<file path="config.mk">
export PLATFORM = sky130hd
export DESIGN_NAME = lan_join_code_decoder_core
export DESIGN_NICKNAME = d
export VERILOG_FILES = /design/src/hdl/ljcd_pkg.sv /design/src/hdl/lan_join_code_decoder_core.sv
export SDC_FILE = /design/constraint.sdc
export NUM_CORES = 1
export LEC_CHECK = 0
export BUFFER_PORTS_ARGS = -buffer_cell sky130_fd_sc_hd__buf_2
export CORE_MARGIN = 4
export CORE_UTILIZATION = 55
export CTS_BUF_LIST = sky130_fd_sc_hd__clkbuf_4 sky130_fd_sc_hd__clkbuf_8
export CTS_CLUSTER_DIAMETER = 40
export DETAILED_ROUTE_END_ITERATION = 6
export HOLD_SLACK_MARGIN = 0.05
export MAX_ROUTING_LAYER = met4
export PLACE_DENSITY_LB_ADDON = 0.08
export SLEW_MARGIN = 5
export SYNTH_ARGS = -nofsm -noshare
export SYNTH_HDL_FRONTEND = slang
export SYNTH_SLANG_ARGS = --single-unit
</file>
<file path="constraint.sdc">
create_clock -name aclk -period 5.9 [get_ports aclk]
set_input_delay 0 -clock aclk [delete_from_list [all_inputs] [get_ports aclk]]
set_output_delay 0 -clock aclk [all_outputs]
set_load 0.01 [all_outputs]
</file>
<file path="src/hdl/ljcd_pkg.sv">
// ---------------------------------------------------------------------------
// ljcd_pkg
// Shared types and constants for the LAN join code decoder.
// ---------------------------------------------------------------------------
package ljcd_pkg;

    // Character codes recognised in a join code
    localparam logic [7:0] CHAR_SPACE = 8'h20;
    localparam logic [7:0] CHAR_DASH  = 8'h2D;
    localparam logic [7:0] CHAR_ZERO  = 8'h30;
    localparam logic [7:0] CHAR_NINE  = 8'h39;

    // Configuration register indexes
    localparam logic [1:0] REG_JOINER_ADDRESS = 2'd0;
    localparam logic [1:0] REG_LOCAL_NETMASK  = 2'd1;
    localparam logic [1:0] REG_DEFAULT_PORT   = 2'd2;

    // Limits
    localparam logic [3:0] MAX_ADDR_DIGITS = 4'd9;
    localparam logic [2:0] MAX_PORT_DIGITS = 3'd5;

    // Register reset values
    localparam logic [31:0] JOINER_ADDRESS_RST = 32'h0000_0000;
    localparam logic [31:0] LOCAL_NETMASK_RST  = 32'hFFFF_FF00;
    localparam logic [15:0] DEFAULT_PORT_RST   = 16'h0000;

    // Decode state captured on the last character of a code
    typedef struct packed {
        logic        err;
        logic [3:0]  oct_cnt;
        logic [31:0] tail;
        logic [16:0] port_acc;
        logic [2:0]  port_cnt;
    } ljcd_final_t;

endpackage

</file>
<file path="src/hdl/lan_join_code_decoder_core.sv">
// ---------------------------------------------------------------------------
// lan_join_code_decoder_core
// Decodes a streamed LAN join code into a peer IPv4 address and port.
// ---------------------------------------------------------------------------
// Usage
//   s_ channel: one ASCII character per request in s_tdata, s_tlast marks the
//   final character of a code. Spaces are skipped; digits before the first
//   dash form the trailing address octets (three digits each), digits after
//   it form the port.
//   m_ channel: exactly one result per code, issued for the request that
//   carries s_tlast. m_tuser carries the accepted flag; m_tdata carries the
//   address and port, both zero when the code is rejected.
//   cfg_ port: plain register writes (joiner address, netmask, default port),
//   read when a completed code moves into the result register; write only
//   while the block is idle.
// Timing
//   One character per cycle while s_tready is high. A code's final decode
//   state is captured in the capture stage, then merged with the joiner
//   address and checked on its way into the result register (m_tvalid).
// Reset / stall
//   aresetn (synchronous, active low) clears the decode state, the pipeline
//   and the registers to their defaults. When m_tready is held low, one more
//   completed code can wait in the capture stage; after that s_tready drops.
// ---------------------------------------------------------------------------
module lan_join_code_decoder_core (
    input  logic        aclk,
    input  logic        aresetn,
    // input stream
    input  logic        s_tvalid,
    output logic        s_tready,
    input  logic [7:0]  s_tdata,     // [7:0] code_char
    input  logic        s_tlast,     // last_char
    // result stream
    output logic        m_tvalid,
    input  logic        m_tready,
    output logic [47:0] m_tdata,     // [31:0] peer_address, [47:32] peer_port
    output logic        m_tuser,     // [0] accepted
    // configuration
    input  logic        cfg_wr_en,
    input  logic [1:0]  cfg_index,
    input  logic [31:0] cfg_wdata
);

    // ---------------------------------------------------------------- config
    logic [31:0] joiner_reg;
    logic [31:0] netmask_reg;
    logic [15:0] def_port_reg;

    always_ff @(posedge aclk) begin
        if (!aresetn) begin
            joiner_reg   <= ljcd_pkg::JOINER_ADDRESS_RST;
            netmask_reg  <= ljcd_pkg::LOCAL_NETMASK_RST;
            def_port_reg <= ljcd_pkg::DEFAULT_PORT_RST;
        end else if (cfg_wr_en) begin
            unique case (cfg_index)
                ljcd_pkg::REG_JOINER_ADDRESS: joiner_reg   <= cfg_wdata;
                ljcd_pkg::REG_LOCAL_NETMASK:  netmask_reg  <= cfg_wdata;
                ljcd_pkg::REG_DEFAULT_PORT:   def_port_reg <= cfg_wdata[15:0];
                default: ; // unknown index ignored
            endcase
        end
    end

    // ----------------------------------------------------------- handshakes
    logic        m_tvalid_reg;
    logic        snap_valid_reg;
    logic        out_free;
    logic        s_accept;

    assign out_free = !m_tvalid_reg || m_tready;
    assign s_tready = !snap_valid_reg || out_free;
    assign s_accept = s_tvalid && s_tready;

    // --------------------------------------------------- per-character decode
    logic        in_port_reg;
    logic [3:0]  oct_cnt_reg;
    logic [9:0]  partial_reg;
    logic [31:0] tail_reg;
    logic [16:0] port_acc_reg;
    logic [2:0]  port_cnt_reg;
    logic        err_reg;

    logic        in_port_next;
    logic [3:0]  oct_cnt_next;
    logic [9:0]  partial_next;
    logic [31:0] tail_next;
    logic [16:0] port_acc_next;
    logic [2:0]  port_cnt_next;
    logic        err_next;

    logic        is_digit;
    logic [3:0]  digit;
    logic [9:0]  partial_acc;
    logic [16:0] port_step;

    assign is_digit = (s_tdata >= ljcd_pkg::CHAR_ZERO) && (s_tdata <= ljcd_pkg::CHAR_NINE);
    assign digit    = 4'(s_tdata - ljcd_pkg::CHAR_ZERO);
    // three digits at most before the octet closes, so 10 bits never wrap
    assign partial_acc = 10'(14'(partial_reg) * 14'd10 + 14'(digit));
    assign port_step   = 17'(21'(port_acc_reg) * 21'd10 + 21'(digit));

    always_comb begin
        in_port_next  = in_port_reg;
        oct_cnt_next  = oct_cnt_reg;
        partial_next  = partial_reg;
        tail_next     = tail_reg;
        port_acc_next = port_acc_reg;
        port_cnt_next = port_cnt_reg;
        err_next      = err_reg;

        if (s_tdata == ljcd_pkg::CHAR_SPACE) begin
            // skipped
        end else if (!in_port_reg) begin
            if (s_tdata == ljcd_pkg::CHAR_DASH) begin
                in_port_next = 1'b1;
            end else if (!is_digit || oct_cnt_reg >= ljcd_pkg::MAX_ADDR_DIGITS) begin
                err_next = 1'b1;
            end else begin
                oct_cnt_next = oct_cnt_reg + 4'd1;
                partial_next = partial_acc;
                // octet closes on every third digit
                if (oct_cnt_next == 4'd3 || oct_cnt_next == 4'd6 || oct_cnt_next == 4'd9) begin
                    if (partial_acc > 10'd255) begin
                        err_next = 1'b1;
                    end
                    tail_next    = {tail_reg[23:0], partial_acc[7:0]};
                    partial_next = '0;
                end
            end
        end else begin
            if (!is_digit || port_cnt_reg >= ljcd_pkg::MAX_PORT_DIGITS) begin
                err_next = 1'b1;
            end else begin
                port_acc_next = port_step;
                port_cnt_next = port_cnt_reg + 3'd1;
            end
        end
    end

    // decode state: cleared on reset and after each last character
    always_ff @(posedge aclk) begin
        if (!aresetn || (s_accept && s_tlast)) begin
            in_port_reg  <= 1'b0;
            oct_cnt_reg  <= '0;
            partial_reg  <= '0;
            tail_reg     <= '0;
            port_acc_reg <= '0;
            port_cnt_reg <= '0;
            err_reg      <= 1'b0;
        end else if (s_accept) begin
            in_port_reg  <= in_port_next;
            oct_cnt_reg  <= oct_cnt_next;
            partial_reg  <= partial_next;
            tail_reg     <= tail_next;
            port_acc_reg <= port_acc_next;
            port_cnt_reg <= port_cnt_next;
            err_reg      <= err_next;
        end
    end

    // ------------------------------------------------------- capture stage
    ljcd_pkg::ljcd_final_t snap_reg;

    always_ff @(posedge aclk) begin
        if (!aresetn) begin
            snap_valid_reg <= 1'b0;
        end else if (s_accept && s_tlast) begin
            snap_valid_reg <= 1'b1;
        end else if (out_free) begin
            snap_valid_reg <= 1'b0;
        end
    end

    always_ff @(posedge aclk) begin
        if (s_accept && s_tlast) begin
            snap_reg.err      <= err_next;
            snap_reg.oct_cnt  <= oct_cnt_next;
            snap_reg.tail     <= tail_next;
            snap_reg.port_acc <= port_acc_next;
            snap_reg.port_cnt <= port_cnt_next;
        end
    end

    // ---------------------------------------------------------- evaluation
    logic [1:0]  n_oct;       // octets given by the code
    logic [1:0]  need_oct;    // octets the netmask's host part requires
    logic [31:0] keep_mask;
    logic [31:0] host_field;
    logic [31:0] addr;
    logic [31:0] host_bits;
    logic [15:0] port_sel;
    logic        ok_addr;
    logic        ok_port;
    logic        ok;

    always_comb begin
        unique case (snap_reg.oct_cnt)
            4'd3:    begin n_oct = 2'd1; keep_mask = 32'hFFFF_FF00; end
            4'd6:    begin n_oct = 2'd2; keep_mask = 32'hFFFF_0000; end
            4'd9:    begin n_oct = 2'd3; keep_mask = 32'hFF00_0000; end
            default: begin n_oct = 2'd0; keep_mask = 32'hFFFF_FFFF; end
        endcase
    end

    // prefix length bands: >=24, 16..23, 8..15, below 8
    always_comb begin
        if (&netmask_reg[31:8]) begin
            need_oct = 2'd1;
        end else if (&netmask_reg[31:16]) begin
            need_oct = 2'd2;
        end else if (&netmask_reg[31:24]) begin
            need_oct = 2'd3;
        end else begin
            need_oct = 2'd0;
        end
    end

    assign host_field = ~keep_mask;
    assign addr       = (joiner_reg & keep_mask) | snap_reg.tail;
    assign host_bits  = addr & host_field;

    // n_oct of zero covers both no digits and a partial octet
    assign ok_addr = !snap_reg.err && (n_oct != 2'd0) && (n_oct >= need_oct)
                     && (host_bits != 32'd0) && (host_bits != host_field);

    always_comb begin
        if (snap_reg.port_cnt == 3'd0) begin
            port_sel = def_port_reg;
            ok_port  = (def_port_reg != 16'd0);
        end else begin
            port_sel = snap_reg.port_acc[15:0];
            ok_port  = (snap_reg.port_acc != 17'd0) && !snap_reg.port_acc[16];
        end
    end

    assign ok = ok_addr && ok_port;

    // ------------------------------------------------------ result register
    logic [47:0] m_tdata_reg;
    logic        m_tuser_reg;

    always_ff @(posedge aclk) begin
        if (!aresetn) begin
            m_tvalid_reg <= 1'b0;
        end else if (out_free) begin
            m_tvalid_reg <= snap_valid_reg;
        end
    end

    always_ff @(posedge aclk) begin
        if (out_free && snap_valid_reg) begin
            m_tuser_reg <= ok;
            m_tdata_reg <= ok ? {port_sel, addr} : 48'd0;
        end
    end

    assign m_tvalid = m_tvalid_reg;
    assign m_tdata  = m_tdata_reg;
    assign m_tuser  = m_tuser_reg;

endmodule

</file>
==> impl_metrics.env, run 1 <==
export IMPL_status="finished clean"
export IMPL_antenna_found_initial=0
export IMPL_clockRootBuffer="clkbuf_8"
export IMPL_diodes=0
export IMPL_cts_tree="done"
export IMPL_syn_to_final_growth_pct=18.03
export IMPL_worstHoldStart="cfg_index[0]"
export IMPL_grt_util_met1=0.3540
export IMPL_seqCellArea_um2=6006
export IMPL_critPathLaunchType="register"
export IMPL_seq_area_frac_synth=0.5115
export IMPL_drcViolationCount=0
export IMPL_holdCritPathClass="input pin to register"
export IMPL_max_cap_violations=0
export IMPL_grt_pass1_wl_um=44790
export IMPL_grt_pass1_vias=8558
export IMPL_finalSetupTns_ns=0
export IMPL_finalSetupViolCount=0
export IMPL_dieArea_um2=23750
export IMPL_vdd_drop_max_v=0.0001843
export IMPL_p_per_area_nw_per_um2=268.4
export IMPL_wl_um=27610
export IMPL_fill_cells=1699
export IMPL_cts_sinks=247
export IMPL_ys_warn_count=0
export IMPL_maxClockFrequency_mhz=297.1
export IMPL_async_flop_share=0
export IMPL_synth_fp_nets=1325
export IMPL_place_gp_congestion=0.8407
export IMPL_synth_ff_type="dfxtp_1"
export IMPL_path_clk_slew_ns=0.06
export IMPL_synth_compound_area_frac=0.1285
export IMPL_worst_slew_pin_slew_ns=0.9505
export IMPL_grt_max_degree=77
export IMPL_drv_slew=0
export IMPL_required_ns=6.18
export IMPL_synthCells=1222
export IMPL_switching_share=0.2274
export IMPL_p_total_mw=3.719
export IMPL_cts_made_buffers=44
export IMPL_first_pass_iters=7
export IMPL_grt_busiest_layer="met1"
export IMPL_grt_overflow=0
export IMPL_yosys_area_share_simple=0.1944
export IMPL_ys_ff_latch=247
export IMPL_cts_max_level=2
export IMPL_vias_per_cell=5.397
export IMPL_hold_viol_final=0
export IMPL_p_int_mw=2.874
export IMPL_clk_latency_ns=0.55
export IMPL_relSlewSlack=0.3648
export IMPL_crit_arrival_ns=3.65
export IMPL_drt_iter0_drc=695
export IMPL_pwr_share_clk=0.452
export IMPL_cpPeakStageDelay_ns=0.40
export IMPL_skew_ns=0.03038
export IMPL_worstPathCellList="ha_1 > ha_1 > inv_1 > fa_1 > nand2b_2 > a21oi_2 > xnor2_1 > o311ai_4 > nand3b_4 > nor4b_2 > xor2_1 > a21oi_1"
export IMPL_worstSetupEndpointType="register"
export IMPL_grt_usage=0.2367
export IMPL_fp_coreArea_um2=21020
export IMPL_p_sw_uw=845.8
export IMPL_power_frac_seq=0.496
export IMPL_syn_mean_instance_area_um2=9.608
export IMPL_critical_path_class="register to register"
export IMPL_die_height_um=154.1
export IMPL_largest_reg_flops=57
export IMPL_synth_common_cells="nand2_1, dfxtp_1, a21oi_1"
export IMPL_crit_top_cell="ha_1"
export IMPL_synth_top_family_by_area="simple AND/OR/NAND/NOR gates"
export IMPL_use_met2=0.3392
export IMPL_rows=53
export IMPL_hpwl_um=19000
export IMPL_multi_input_comb_area_um2=5389
export IMPL_synth_distinct_cells=77
export IMPL_post_drt_wl_per_cell_um=16.50
export IMPL_synth_edf_count=106
export IMPL_postCtsSetupBuffers=0
export IMPL_final_min_clock_period_ns=3.366
export IMPL_globalRouteMet3Util=0.03828
export IMPL_crit_slowest_cell="fa_1"
export IMPL_via_count=9029
export IMPL_worstSetupStartpoint="port_acc_reg[3]$_SDFFE_PP0P_"
export IMPL_path_delay_family="adder cells"
export IMPL_yosys_area_top_type_share=0.2711
export IMPL_ioPinCount=99
export IMPL_post_synth_xor_area_fraction=0.03708
export IMPL_synthMuxAreaShare=0.03442
export IMPL_drtAntennaViolNets=0
export IMPL_synth_area_um2=11740
export IMPL_leakagePower_nw=5.393
export IMPL_reg2reg_from="port_acc_reg[3]$_SDFFE_PP0P_"
export IMPL_yosysMostFrequentCell="nand2_1"
export IMPL_rsz0062_at_grt="false"
export IMPL_p_comb_frac=0.052
export IMPL_drive_above_1_share=0.1831
export IMPL_path_buf_inv=1
export IMPL_cp_max_fo=6
export IMPL_period_share=0.5706
export IMPL_die_w_um=154.1
export IMPL_layout_nets=1466
export IMPL_yosys_top_cells_area="edfxtp_1, dfxtp_1, nand2_1"
export IMPL_synth_top_cell_by_area="edfxtp_1"
export IMPL_floorplan_initialDensity=0.5585
export IMPL_clock_path_buffers=3
export IMPL_synth_fa_ha_area_frac=0.06117
export IMPL_io_buffers=98
## routing by layer
layer | share of wire | vias up
li1 | - | 4533
met2 | 0.44 | 239
met5 | 0 | -
met4 | 0.015 | 0
met1 | 0.49 | 4221
met3 | 0.055 | 36
## logic make-up after synthesis
logic type / after synthesis
XOR/XNOR: 48
multiplexers: 36
AO/OA/AOI/OAI: 239
adder cells (fa/ha/maj): 55
flip-flops: 247
AND/OR/NAND/NOR: 512
buffers and inverters: 85
## layout make-up
type / count / share of cell area
clock inverters: 17 / 0.01147
inverters: 21 / 0.005688
flip-flops and latches: 247 / 0.4334
well taps: 275 / 0.02483
multi-input cells: 890 / 0.3889
clock buffers: 64 / 0.05814
repair buffers: 159 / 0.07765
## power by group through the flow
stage	clock [mW]	combinational [mW]	sequential, mW
2_1_floorplan	0	0.0979	1.88
3_3_place_gp	0	0.169	1.88
3_5_place_dp	0	0.170	1.88
4_1_cts	1.72	0.193	1.84
5_1_grt	1.80	0.215	1.85
6_report	1.68	0.193	1.84
## worst register-to-register path: stages, from the launching register on
cell and delay (ns):
dfxtp_1 0.35, ha_1 0.29, ha_1 0.20, inv_1 0.07, fa_1 0.40, nand2b_2 0.23, a21oi_2 0.27, xnor2_1 0.20
o311ai_4 0.32, nand3b_4 0.17, nor4b_2 0.30, xor2_1 0.23, a21oi_1 0.10
## through the flow
step           instances  utilization  hold WS (ns)  worst slack (ns)  cell area [um^2]
6_report            1673       0.6592       0.07650             2.534             13860
5_1_grt             1673       0.6592       0.09451             2.272             13860
2_1_floorplan       1222            -        0.1240             2.760             11740
3_3_place_gp        1541       0.5891        0.2281             2.646             12380
4_1_cts             1673       0.6592       0.05239             2.548             13860
3_5_place_dp        1541       0.5891        0.2324             2.551             12380
## final timing paths
kind | endpoint | slack [ns] | depth (start not counted)
min | joiner_reg[3]$_SDFFE_PN0P_ | 0.08 | 5
min reg2reg | tail_reg[29]$_SDFFE_PP0P_ | 0.45 | 2
max | snap_reg[18]$_DFFE_PP_ | 2.53 | 12
max reg2reg | snap_reg[18]$_DFFE_PP_ | 2.53 | 12
## what timing repair did
action                    4_1_cts  5_1_grt
gates resized for setup         0        0
hold endpoints to repair       83        0
hold buffers                   51        0
## layout by cell type (no fill, tap or decap), types with 4 or more instances in the layout
master / n
nand2_1: 295
dfxtp_1: 141
a21oi_1: 122
edfxtp_1: 106
buf_2: 98
nor2_1: 88
clkbuf_8: 52
ha_1: 51
dlygate4sd3_1: 51
a21boi_0: 50
nand3_1: 37
mux2_2: 34
xnor2_1: 27
inv_1: 20
xor2_1: 19
o21ai_0: 16
nand4_1: 15
nor4_1: 14
clkbuf_4: 12
nor3_1: 10
buf_4: 10
a21o_1: 7
a211oi_1: 7
and2_1: 6
clkinvlp_4: 5
nor3b_1: 4
or3_1: 4
o21ai_1: 4
nand2b_1: 4
a211oi_2: 4
nand3b_1: 4
o21a_1: 4
fa_1: 4
Note: power is estimated with default switching activity, not from simulation.
==> run 2: changes to the inputs <==
==> constraint.sdc (replaced) <==
create_clock -name aclk -period 3 [get_ports aclk]
set_input_delay 0 -clock aclk [delete_from_list [all_inputs] [get_ports aclk]]
set_output_delay 0 -clock aclk [all_outputs]
set_load 0.01 [all_outputs]
==> impl_metrics.env, run 2 (synthesis results as in run 1) <==
export IMPL_status="complete, but fails checks"
export IMPL_violations="setup timing"
export IMPL_cts_max_level=2
export IMPL_critical_path_class="register to register"
export IMPL_required_ns=3.29
export IMPL_worstPathCellList="buf_4 > ha_1 > ha_4 > o21ai_4 > o21bai_1 > or4_1 > o311ai_4 > nand3b_4 > buf_12 > nor4_4 > xnor2_2 > a21oi_1"
export IMPL_endpoint="snap_reg[19]$_DFFE_PP_"
export IMPL_drt_iter0_drc=622
export IMPL_clk_latency_ns=0.54
export IMPL_grt_max_degree=59
export IMPL_final_min_clock_period_ns=3.007
export IMPL_path_clk_slew_ns=0.06
export IMPL_drive_above_1_share=0.2241
export IMPL_reg2reg_from="port_acc_reg[3]$_SDFFE_PP0P_"
export IMPL_p_per_area_nw_per_um2=502.7
export IMPL_cts_made_buffers=43
export IMPL_drtAntennaViolNets=0
export IMPL_vias_per_cell=5.406
export IMPL_post_drt_wl_per_cell_um=16.61
export IMPL_worstSetupEndpointType="register"
export IMPL_skew_ns=0.02803
export IMPL_path_buf_inv=2
export IMPL_relSlewSlack=0.5058
export IMPL_hold_viol_final=0
export IMPL_fp_coreArea_um2=21020
export IMPL_io_buffers=98
export IMPL_maxClockFrequency_mhz=332.6
export IMPL_whs_ns=0.08661
export IMPL_crit_cells=12
export IMPL_max_cap_violations=0
export IMPL_crit_arrival_ns=3.30
export IMPL_die_w_um=154.1
export IMPL_rows=53
export IMPL_syn_to_final_growth_pct=23.97
export IMPL_period_share=1.002
export IMPL_largest_reg_flops=57
export IMPL_finalNonFillerCells=1721
export IMPL_p_sw_mw=1.619
export IMPL_reg2reg_to="snap_reg[19]$_DFFE_PP_"
export IMPL_leakagePower_nw=5.719
export IMPL_vdd_drop_max_v=0.0005853
export IMPL_layout_nets=1517
export IMPL_drv_slew=0
export IMPL_grt_busiest_layer="met2"
export IMPL_grt_util_met1=0.3434
export IMPL_layout_setup_ws_ns=-0.006566
export IMPL_drcViolationCount=0
export IMPL_worst_slew_pin_slew_ns=0.7413
export IMPL_crit_slowest_cell="or4_1"
export IMPL_p_int_mw=5.698
export IMPL_design_area_um2=14560
export IMPL_rsz0062_at_grt="true"
export IMPL_rr_worst_depth=12
export IMPL_first_pass_iters=5
export IMPL_via_count=9303
export IMPL_place_gp_congestion=0.8426
export IMPL_fill_cells=1640
export IMPL_diodes=0
export IMPL_p_comb_frac=0.055
export IMPL_regToRegSetupSlack_ns=-0.007
export IMPL_dieArea_um2=23750
export IMPL_final_common_cell="nand2_1"
export IMPL_wl_um=28580
export IMPL_clock_path_buffers=3
export IMPL_grt_pass1_vias=8891
export IMPL_use_met2=0.3669
export IMPL_path_delay_family="simple AND/OR/NAND/NOR gates"
export IMPL_holdCritPathClass="input pin to register"
export IMPL_clockRootBuffer="clkbuf_8"
export IMPL_floorplan_initialDensity=0.5585
export IMPL_cpPeakStageDelay_ns=0.46
export IMPL_p_total_mw=7.317
export IMPL_finalSetupViolCount=1
export IMPL_cts_sinks=247
export IMPL_grt_usage=0.2433
export IMPL_globalRouteMet3Util=0.04165
export IMPL_cts_tree="done"
export IMPL_antenna_found_initial=0
export IMPL_grt_pass1_wl_um=46010
export IMPL_placed_area_um2=12760
export IMPL_worstSetupStartpoint="port_acc_reg[3]$_SDFFE_PP0P_"
export IMPL_finalSetupTns_ns=-0.006566
export IMPL_power_frac_seq=0.495
export IMPL_die_height_um=154.1
export IMPL_ioPinCount=99
export IMPL_pwr_share_clk=0.450
export IMPL_final_cell_mix="nand2_1, dfxtp_1, a21oi_1"
export IMPL_hpwl_um=19580
export IMPL_place_inst=1582
export IMPL_cp_max_fo=4
export IMPL_switching_share=0.2213
export IMPL_critPathLaunchType="register"
export IMPL_grt_overflow=0
## run 2: worst min path at each step
stage	cells after the start	endpoint	startpoint	slack, ns
after floorplan	2	netmask_reg[28]$_SDFFE_PN1P_	cfg_wdata[28]	0.12
after global placement	3	netmask_reg[28]$_SDFFE_PN1P_	cfg_wdata[28]	0.23
after detailed placement	3	netmask_reg[23]$_SDFFE_PN1P_	cfg_wdata[23]	0.23
after CTS	5	netmask_reg[29]$_SDFFE_PN1P_	cfg_index[1]	0.05
after global routing	5	netmask_reg[29]$_SDFFE_PN1P_	cfg_index[1]	0.1
final	4	snap_reg[12]$_DFFE_PP_	s_tdata[7]	0.09
## run 2: final cells by class
class | instances | area (um^2) | share of cell area
clock buffers | 64 | 793.3 | 0.05450
clock inverters | 13 | 145.1 | 0.009972
repair buffers | 211 | 1549 | 0.1064
inverters | 21 | 78.83 | 0.005416
well taps | 275 | 344.1 | 0.02364
flip-flops and latches | 247 | 6010 | 0.4129
multi-input cells | 890 | 5635 | 0.3872
## run 2: power by group through the flow
stage,logic [mW],registers [mW],clock network (mW)
floorplan,0.193,3.69,0
global placement,0.344,3.69,0
detailed placement,0.346,3.69,0
CTS,0.400,3.62,3.35
global route,0.444,3.63,3.52
finish,0.403,3.62,3.29
## run 2: worst register-to-register path: stages (launching register included)
cell and delay, ns:
dfxtp_2 0.34, buf_4 0.14, ha_1 0.33, ha_4 0.29
o21ai_4 0.19, o21bai_1 0.10, or4_1 0.46, o311ai_4 0.12
nand3b_4 0.16, buf_12 0.16, nor4_4 0.25, xnor2_2 0.15
a21oi_1 0.09
## run 2: metal layers
| layer | vias to the layer above | share of wire |
|---|---|---|
| met5 | - | 0 |
| li1 | 4639 | - |
| met1 | 4356 | 0.47 |
| met2 | 254 | 0.45 |
| met3 | 54 | 0.060 |
| met4 | 0 | 0.020 |
## run 2: through the flow
step / utilization / setup WS [ns]
finish: 0.6924 / -0.006566
floorplan: - / 0.03714
CTS: 0.6845 / -0.04893
global route: 0.6924 / -0.1096
global placement: 0.6072 / -0.0001730
detailed placement: 0.6072 / -0.09045
## run 2: what timing repair did
action | CTS | global route
setup buffers | 2 | 2
cloned | 0 | 0
endpoints found under the hold margin | 91 | 0
gates resized for setup | 17 | 24
pin swaps | 17 | 13
setup endpoints to repair | 6 | 13
hold buffers | 59 | 0
